$ cat config.mk
export PLATFORM = sky130hd
export DESIGN_NAME = pattern_factor_min_sum_message
export DESIGN_NICKNAME = d
export VERILOG_FILES = /design/src/design/pfms_pkg.sv /design/src/design/pfms_ctrl.sv /design/src/design/pfms_dp.sv /design/src/design/pattern_factor_min_sum_message.sv
export SDC_FILE = /design/constraint.sdc
export NUM_CORES = 1
export LEC_CHECK = 0
export BUFFER_PORTS_ARGS = -buffer_cell sky130_fd_sc_hd__buf_2
export CAP_MARGIN = 40
export CORE_MARGIN = 1.5
export CORE_UTILIZATION = 64
export CTS_CLUSTER_DIAMETER = 150
export DETAILED_ROUTE_END_ITERATION = 6
export MAX_ROUTING_LAYER = met4
export PLACE_DENSITY = 0.91
export SYNTH_ARGS = -nofsm -noshare
export SYNTH_HDL_FRONTEND = slang
export SYNTH_HIERARCHICAL = 1
export SYNTH_SLANG_ARGS = --single-unit
$ cat constraint.sdc
create_clock -name clk -period 18.3 [get_ports clk]
set_clock_uncertainty 0.1 [all_clocks]
set_input_delay 2.745 -clock clk [delete_from_list [all_inputs] [get_ports clk]]
set_output_delay 2.745 -clock clk [all_outputs]
set_load 0.1 [all_outputs]
$ cat src/design/pfms_pkg.sv
// Package for the pattern factor min-sum message block.
// Holds the request and result structs, the control and status structs,
// the controller state type and the 48-bit saturation helper. No dependencies.
`default_nettype none

package pfms_pkg;

  typedef struct packed {
    logic [5:0]         label_index;
    logic signed [31:0] msg_value;
    logic [5:0]         pattern_label;
    logic               is_target;
    logic               last_label;
    logic               last_node;
  } item_t;

  typedef struct packed {
    logic [5:0]         out_label;
    logic signed [47:0] out_value;
    logic signed [47:0] factor_value;
    logic               out_last;
  } result_t;

  typedef enum logic [1:0] {
    ST_IDLE,
    ST_CALC,
    ST_EMIT
  } state_t;

  typedef struct packed {
    logic calc;
    logic emit;
  } ctrl_cmd_t;

  typedef struct packed {
    logic close_factor;
    logic cnt_zero;
    logic emit_last;
  } dp_status_t;

  localparam logic signed [47:0] S48_MAX = {1'b0, {47{1'b1}}};
  localparam logic signed [47:0] S48_MIN = {1'b1, {47{1'b0}}};

  // Clamp a 49-bit signed sum into the 48-bit range.
  function automatic logic signed [47:0] sat48(input logic signed [48:0] v);
    logic signed [47:0] res;
    if (v[48] == v[47]) begin
      res = v[47:0];
    end else if (v[48]) begin
      res = S48_MIN;
    end else begin
      res = S48_MAX;
    end
    return res;
  endfunction

endpackage

`default_nettype wire

$ cat src/design/pfms_ctrl.sv
// Controller state machine of the pattern factor min-sum message block.
// Depends on pfms_pkg for the state type and the command and status structs.
`default_nettype none

module pfms_ctrl (
  input  wire logic              clk,
  input  wire logic              rst_n,
  input  wire pfms_pkg::dp_status_t status,
  output pfms_pkg::ctrl_cmd_t    cmd,
  output logic                   busy
);

  pfms_pkg::state_t state_r, state_nxt;

  always_ff @(posedge clk) begin
    if (!rst_n) begin
      state_r <= pfms_pkg::ST_IDLE;
    end else begin
      state_r <= state_nxt;
    end
  end

  always_comb begin
    state_nxt = state_r;
    case (state_r)
      pfms_pkg::ST_IDLE: begin
        if (status.close_factor) state_nxt = pfms_pkg::ST_CALC;
      end
      pfms_pkg::ST_CALC: begin
        state_nxt = status.cnt_zero ? pfms_pkg::ST_IDLE : pfms_pkg::ST_EMIT;
      end
      pfms_pkg::ST_EMIT: begin
        if (status.emit_last) state_nxt = pfms_pkg::ST_IDLE;
      end
      default: state_nxt = pfms_pkg::ST_IDLE;
    endcase
  end

  always_comb begin
    cmd.calc = 1'b0;
    cmd.emit = 1'b0;
    busy     = 1'b1;
    case (state_r)
      pfms_pkg::ST_IDLE: busy = 1'b0;
      pfms_pkg::ST_CALC: cmd.calc = 1'b1;
      pfms_pkg::ST_EMIT: cmd.emit = 1'b1;
      default: busy = 1'b1;
    endcase
  end

endmodule

`default_nettype wire

$ cat src/design/pfms_dp.sv
// Datapath of the pattern factor min-sum message block: running minimum,
// saturating sums, message difference and the result register.
// Depends on pfms_pkg for the structs and the saturation helper.
`default_nettype none

module pfms_dp #(
  parameter int MAX_LABELS = 16
) (
  input  wire logic                clk,
  input  wire logic                rst_n,
  input  wire logic                accept,
  input  wire pfms_pkg::item_t     in_req,
  input  wire logic                cfg_we,
  input  wire logic signed [31:0]  cfg_data,
  input  wire pfms_pkg::ctrl_cmd_t cmd,
  output pfms_pkg::dp_status_t     status,
  output logic                     out_valid,
  output pfms_pkg::result_t        out_res
);

  localparam int CNT_W = $clog2(MAX_LABELS + 1);

  logic signed [31:0] cost_r;
  logic signed [47:0] min_sum_r, min_sum_nxt;
  logic signed [47:0] pat_sum_r, pat_sum_nxt;
  logic signed [32:0] node_min_r, node_min_nxt;
  logic [CNT_W-1:0]   cnt_r, cnt_nxt;
  logic [5:0]         tpat_r, tpat_nxt;
  logic               factor_open_r, node_open_r, has_min_r, has_tgt_r;
  logic               has_min_nxt, has_tgt_nxt;

  logic               zero_all_r;
  logic signed [47:0] fval_r, diff_r;
  logic [CNT_W-1:0]   k_r;
  logic               out_valid_r;
  pfms_pkg::result_t  out_res_r;

  logic signed [47:0] ms_base, ps_base;
  logic [CNT_W-1:0]   cnt_base, cnt_t;
  logic               hm_base, ht_base, lab_ok;
  logic signed [32:0] neg;

  always_comb begin
    ms_base  = factor_open_r ? min_sum_r : '0;
    ps_base  = factor_open_r ? pat_sum_r : 48'(cost_r);
    cnt_base = factor_open_r ? cnt_r : '0;
    tpat_nxt = factor_open_r ? tpat_r : '0;
    hm_base  = node_open_r & has_min_r;
    ht_base  = node_open_r & has_tgt_r;
    lab_ok   = {1'b0, in_req.label_index} < 7'(MAX_LABELS);
    neg      = -{in_req.msg_value[31], in_req.msg_value};

    cnt_nxt      = cnt_base;
    cnt_t        = cnt_base;
    has_min_nxt  = hm_base;
    has_tgt_nxt  = ht_base;
    node_min_nxt = node_min_r;
    pat_sum_nxt  = ps_base;

    if (in_req.is_target) begin
      // The first target item of a node restarts the label count.
      has_tgt_nxt = 1'b1;
      cnt_t       = ht_base ? cnt_base : '0;
      tpat_nxt    = in_req.pattern_label;
      if (lab_ok && (cnt_t < CNT_W'(MAX_LABELS))) begin
        cnt_nxt = cnt_t + CNT_W'(1);
      end else begin
        cnt_nxt = cnt_t;
      end
    end else if (lab_ok) begin
      if (!hm_base || (neg < node_min_r)) begin
        node_min_nxt = neg;
        has_min_nxt  = 1'b1;
      end
      if (in_req.label_index == in_req.pattern_label) begin
        pat_sum_nxt = pfms_pkg::sat48({ps_base[47], ps_base} + 49'(neg));
      end
    end

    min_sum_nxt = ms_base;
    if ((in_req.last_label || in_req.last_node) && has_min_nxt) begin
      min_sum_nxt = pfms_pkg::sat48({ms_base[47], ms_base} + 49'(node_min_nxt));
    end
  end

  always_ff @(posedge clk) begin
    if (!rst_n) begin
      cost_r        <= '0;
      min_sum_r     <= '0;
      pat_sum_r     <= '0;
      node_min_r    <= '0;
      cnt_r         <= '0;
      tpat_r        <= '0;
      factor_open_r <= 1'b0;
      node_open_r   <= 1'b0;
      has_min_r     <= 1'b0;
      has_tgt_r     <= 1'b0;
      k_r           <= '0;
      out_valid_r   <= 1'b0;
    end else begin
      if (cfg_we) cost_r <= cfg_data;
      if (accept) begin
        min_sum_r     <= min_sum_nxt;
        pat_sum_r     <= pat_sum_nxt;
        node_min_r    <= node_min_nxt;
        cnt_r         <= cnt_nxt;
        tpat_r        <= tpat_nxt;
        has_min_r     <= has_min_nxt;
        has_tgt_r     <= has_tgt_nxt;
        factor_open_r <= ~in_req.last_node;
        node_open_r   <= ~(in_req.last_label | in_req.last_node);
      end
      if (cmd.calc) begin
        k_r <= '0;
      end else if (cmd.emit) begin
        k_r <= k_r + CNT_W'(1);
      end
      out_valid_r <= cmd.emit;
    end
  end

  // Factor results and the message entries; payload needs no reset.
  always_ff @(posedge clk) begin
    if (cmd.calc) begin
      zero_all_r <= min_sum_r < pat_sum_r;
      fval_r     <= (min_sum_r < pat_sum_r) ? min_sum_r : pat_sum_r;
      diff_r     <= pfms_pkg::sat48({min_sum_r[47], min_sum_r} -
                                    {pat_sum_r[47], pat_sum_r});
    end
    if (cmd.emit) begin
      out_res_r.out_label    <= 6'(k_r);
      out_res_r.out_value    <= (zero_all_r || (6'(k_r) == tpat_r)) ? '0 : diff_r;
      out_res_r.factor_value <= fval_r;
      out_res_r.out_last     <= status.emit_last;
    end
  end

  assign status.close_factor = accept & in_req.last_node;
  assign status.cnt_zero     = (cnt_r == '0);
  assign status.emit_last    = ((k_r + CNT_W'(1)) == cnt_r);

  assign out_valid = out_valid_r;
  assign out_res   = out_res_r;

endmodule

`default_nettype wire

$ cat src/design/pattern_factor_min_sum_message.sv
// Top level of the pattern factor min-sum message block.
// Instantiates pfms_ctrl and pfms_dp; uses pfms_pkg for the payload structs.
//
// Usage: the incoming messages of one factor are streamed as requests on
// in_req, one label value per request, node by node. A request is taken at a
// rising edge with start high and busy low. While a factor is being streamed
// busy stays low, so one request is taken in every cycle with start high:
// each costs at most one compare on the running node minimum and up to two
// saturating 48-bit adds. A request with last_node set closes the factor.
// Busy then rises: in the calc state the factor value and the message
// difference are formed, and in the emit state the entries are produced,
// one per target label. The first entry is registered onto out_res with
// out_valid in the first emit state, after the calc state, and entries follow
// in label order, one a cycle, with out_last on the final one. A factor with
// no target labels returns from the calc state straight to idle.
// The receiver cannot stall: each entry is on the result ports for one cycle.
// The pattern cost register is written through cfg_valid and cfg_data,
// always ready, and must only change between factors.
// Synchronous reset clears the cost, the sums and all open factor and node
// state, so the next request opens a fresh factor.
`default_nettype none

module pattern_factor_min_sum_message #(
  parameter int MAX_LABELS = 16
) (
  input  wire logic               clk,
  input  wire logic               rst_n,
  input  wire logic               start,
  output logic                    busy,
  input  wire pfms_pkg::item_t    in_req,
  output logic                    out_valid,
  output pfms_pkg::result_t       out_res,
  input  wire logic               cfg_valid,
  output logic                    cfg_ready,
  input  wire logic signed [31:0] cfg_data
);

  pfms_pkg::ctrl_cmd_t  cmd;
  pfms_pkg::dp_status_t status;
  logic                 accept;

  // A request is taken whenever start is high and the controller is not busy closing a factor.
  assign accept    = start & ~busy;
  assign cfg_ready = 1'b1;

  pfms_ctrl u_ctrl (
    .clk    (clk),
    .rst_n  (rst_n),
    .status (status),
    .cmd    (cmd),
    .busy   (busy)
  );

  pfms_dp #(
    .MAX_LABELS (MAX_LABELS)
  ) u_dp (
    .clk       (clk),
    .rst_n     (rst_n),
    .accept    (accept),
    .in_req    (in_req),
    .cfg_we    (cfg_valid & cfg_ready),
    .cfg_data  (cfg_data),
    .cmd       (cmd),
    .status    (status),
    .out_valid (out_valid),
    .out_res   (out_res)
  );

endmodule

`default_nettype wire

==> summary.md <==
| Metric | Value |
|---|---|
| Result of the run | `finished clean` |
| TritonCTS Buffers | `43` |
| Final design area excluding fillers | `a little under 0.03 mm2` |
| Clock latency at the later pin of the worst-skew pair | `around 0.59 ns` |
| Arrival time at the worst endpoint | `between 10 and 15 ns` |
| CP Capture Type | `flop` |
| Maximum number of pins on one net before global-route repair | `82` |
| Area of the die | `0.0420 mm2` |
| Total half-perimeter wirelength after legalization and detailed placement | `roughly 60,000 um` |
| Width of the chip | `~200 um` |
| Gate Count Post-Synth | `about 2,800` |
| Hold Buf Count CTS | `0` |
| Complex-gate fraction of the synthesized area | `0.193` |
| Most frequently used flop master after synthesis | `sky130_fd_sc_hd__edfxtp_1` |
| Period minus WS final | `between 10 and 15 ns` |
| Data required time of the critical path | `approximately 19 ns` |
| Slew at the pin closest to its max-slew limit | `a little under 1 ns` |
| Start point of the critical path | `in_req[11]` |
| Tightest hold margin | `0.319 ns` |
| Number of buffers between clock root and the deepest sink | `3` |
| H-tree levels | `2` |
| Total core area | `0.0400 mm2` |
| Root cell of the clock tree | `sky130_fd_sc_hd__clkbuf_16` |
| Post-CTS Setup Repair Bufs | `0` |
| PD cells | `around 80 mW/mm2` |
| Critical-path top delay cell | `sky130_fd_sc_hd__o21ai_2` |
| Diodes inserted | `0` |
| Area share of fa/ha/maj cells after synthesis | `0.100` |
| Crit path kind | `input pin to flop` |
| R2r worst-path depth | `29` |
| Clock tree from TritonCTS | `built` |
| Netlist area before placement | `between 0.02 and 0.03 mm2` |
| FF-to-FF Start | `u_dp/node_min_r[10]` |
| CTS sink count | `roughly 380` |
| CP peak stage delay | `approximately 0.75 ns` |
| DRC Markers | `0` |
| Global-route wire length before repair | `around 120,000 um` |
| Detailed Route WL | `~81,000 um` |
| Post-Synth Simple-Gate Area | `0.157` |
| Initial antenna violation count | `0` |
| Aggregate global-route resource usage | `0.391` |
| Post-route ant nets | `0` |
| Post-route insts no fill | `about 3,500` |
| Number of fillers in the final layout | `about 2,800` |
| Startpoint kind of the worst setup timing path | `input pin` |
| Biggest area contributors in the synthesized netlist | `sky130_fd_sc_hd__edfxtp_1, sky130_fd_sc_hd__dfxtp_1, sky130_fd_sc_hd__ha_1` |
| Syn nets | `3,093` |
| Final period util | `0.646` |
| Reg-to-Reg End | `u_dp/min_sum_r[46]` |
| Wire length per cell | `23.1 um` |
| Number of port buffers | `between 150 and 200` |
| CP Capture Point | `u_dp/min_sum_r[46]` |
| Largest family of logic cells by synthesized area | `compound AO/OA/AOI/OAI gates` |
| Most numerous cell on the critical path | `sky130_fd_sc_hd__buf_4` |
| Final net count | `3,209` |
| Number of detailed-route iterations in the first pass | `6` |
| Initial Util | `0.652` |
| Slew Limit Headroom | `0.344` |
| Count of cell types in the netlist | `81` |
| Synth top area share | `0.229` |
| Leading cell types in the layout, fill and taps excluded | `sky130_fd_sc_hd__a21oi_1, sky130_fd_sc_hd__o21ai_0, sky130_fd_sc_hd__edfxtp_1, sky130_fd_sc_hd__nand2_1, sky130_fd_sc_hd__buf_2` |
| Placed cell area | `roughly 0.027 mm2` |
| Mean post-synth cell area | `9.22 um2` |
| Number of synthesized flops with an enable pin | `between 150 and 200` |
| Detailed Route Iter0 Violations | `~2,500` |
| Layout overhead on the synthesized area | `10.5%` |
| Routed via count divided by cell count | `between 6 and 7` |
| Post-synthesis xor/xnor area fraction | `0.0584` |
| Total overflow reported by the global router | `0` |
| Hold crit path type | `flop to flop` |
| Peak Freq | `84.5 MHz` |
| Placed cell count | `approximately 3,400` |
| Largest area contributor in the synthesized netlist | `sky130_fd_sc_hd__edfxtp_1` |
| Std cell rows | `between 70 and 80` |
| Yosys reg bits | `approximately 380` |
| Setup TNS | `0 ns` |
| Leak | `11.9 nW` |
| Number of max-slew violations in the final report | `0` |
| Clock-pin slew reported for the worst setup and hold paths after clock tree synthesis | `around 0.060 ns` |
| VDD IR max | `about 0.077 mV` |
| Number of instances resized during post-cts repair | `0` |
| Max-cap violation count | `0` |
| Reg2reg setup slack | `10.39 ns` |
| Total number of yosys warnings | `6` |
| DR vias | `around 23,000` |
| Worst min-delay path startpoint | `u_dp/fval_r[42]` |
| Share of layout cells above drive strength 1 | `0.151` |
| Biggest fanout along the worst timing path | `23` |
| Vertical die dimension | `about 200 um` |
| Last weighted congestion value of the routability-driven placer | `between 1 and 1.5` |
| Depth of the worst hold-timing path | `0` |
| Boundary Pins | `~190` |
| Number of endpoints failing setup at the final stage | `0` |
| Via count of the first global-routing pass | `22,100` |
| Share of synthesized area occupied by flip-flops and latches | `0.370` |
| Number of endpoints with negative hold slack in the final report | `0` |
| Commonest non-fill, non-tap cell in the layout | `sky130_fd_sc_hd__a21oi_1` |
| Post-synthesis mux area share | `0.0760` |
| Setup repair after global routing missed its margin | `false` |
| Share of flip-flops with an asynchronous set or reset | `0` |
==> state kept, by name (all words and copies together) (netlist names), 2 cells and up <==
| name | flops |
|---|---|
| u_dp/min_sum_r | 48 |
| u_dp/fval_r | 48 |
| u_dp/k_r | 5 |
| u_dp/diff_r | 48 |
| u_dp/cost_r | 32 |
| u_dp/tpat_r | 6 |
| u_ctrl/state_r | 2 |
| u_dp/node_min_r | 33 |
| u_dp/cnt_r | 5 |
| u_dp/pat_sum_r | 48 |
| u_dp/out_res | 102 |
==> layer usage <==
layer / GRT usage / routed length (um) / up-vias
li1: - / - / 10500
met1: 0.540 / 34700 / 10900
met2: 0.587 / 34900 / 1398
met3: 0.0555 / 8230 / 248
met4: 0.138 / 3040 / 0
met5: - / 0 / -
==> worst min-delay path by stage <==
| stage | to | slack (ns) |
|---|---|---|
| floorplan | u_dp/out_res[10] | 0.30 |
| global placement | u_dp/out_res[44] | 0.30 |
| CTS | u_dp/out_res[38] | 0.32 |
| finish | u_dp/out_res[43] | 0.32 |
| detailed placement | u_dp/out_res[11] | 0.30 |
| global route | u_dp/out_res[43] | 0.32 |
==> stage by stage <==
step                      setup slack (ns)  total power [W]  utilization
after global placement                6.32          0.00147        0.681
after detailed placement              6.20          0.00150        0.685
final                                 6.47          0.00237        0.720
after CTS                             6.60          0.00236        0.720
after global routing                  5.80          0.00244        0.720
after floorplan                       8.20          0.00137            -
==> worst max-delay path, delay by kind of cell <==
kind                       cells  cell delay [ns]
buffers and inverters          7             1.50
and+or+nand+nor               14             4.06
AOI/OAI and AO/OA              9             2.89
adders and majority gates      3             0.99
==> cell type report <==
type / instances / area (um2) / share of cell area
clock inverters: 26 / 263 / 0.00912
flip-flops and latches: 383 / 9660 / 0.335
inverters: 134 / 503 / 0.0175
clock buffers: 50 / 1120 / 0.0389
well taps: 525 / 657 / 0.0228
multi-input cells: 2160 / 15300 / 0.531
repair buffers: 221 / 1300 / 0.0451
==> logic make-up (layout without fill, tap and decap cells) <==
group	Yosys count	after routing
simple gates	793	793
xor+xnor	174	174
fa+ha+maj	211	211
other cells	2	2
compound gates	796	796
buf+inv	284	431
flops	383	383
mux	184	184
==> Yosys cell counts (8+ instances only) <==
cell                       number
sky130_fd_sc_hd__a21oi_1      226
sky130_fd_sc_hd__o21ai_0      203
sky130_fd_sc_hd__edfxtp_1     199
sky130_fd_sc_hd__nand2_1      191
sky130_fd_sc_hd__dfxtp_1      184
sky130_fd_sc_hd__ha_1         180
sky130_fd_sc_hd__nor2_1       153
sky130_fd_sc_hd__inv_1        133
sky130_fd_sc_hd__and2_1       113
sky130_fd_sc_hd__clkbuf_1     105
sky130_fd_sc_hd__xnor2_1      103
sky130_fd_sc_hd__mux2_2       101
sky130_fd_sc_hd__nor2b_1       95
sky130_fd_sc_hd__a21o_1        81
sky130_fd_sc_hd__mux2i_1       73
sky130_fd_sc_hd__xor2_1        71
sky130_fd_sc_hd__a211oi_1      60
sky130_fd_sc_hd__nor3_1        42
sky130_fd_sc_hd__nand4_1       41
sky130_fd_sc_hd__nand3_1       33
sky130_fd_sc_hd__a31oi_1       25
sky130_fd_sc_hd__o21a_1        24
sky130_fd_sc_hd__buf_2         23
sky130_fd_sc_hd__maj3_2        22
sky130_fd_sc_hd__nand2b_1      22
sky130_fd_sc_hd__nor3b_1       22
sky130_fd_sc_hd__o211ai_1      20
sky130_fd_sc_hd__o21bai_1      19
sky130_fd_sc_hd__or3_1         19
sky130_fd_sc_hd__a221oi_1      17
sky130_fd_sc_hd__o31ai_1       16
sky130_fd_sc_hd__nor4_1        15
sky130_fd_sc_hd__a22oi_1       10
sky130_fd_sc_hd__and3_1        10
sky130_fd_sc_hd__buf_4         10
sky130_fd_sc_hd__mux2_1        10
sky130_fd_sc_hd__a211o_1        8
sky130_fd_sc_hd__and4_1         8
sky130_fd_sc_hd__nand3b_1       8
sky130_fd_sc_hd__or2_2          8
==> where the power goes <==
part           total, W  internal (W)  switching (W)
combinational  0.000548      0.000217       0.000332
clock          0.000859      0.000477       0.000382
sequential     0.000966      0.000943      0.0000224
No activity file was read; power rests on OpenSTA's default activity.
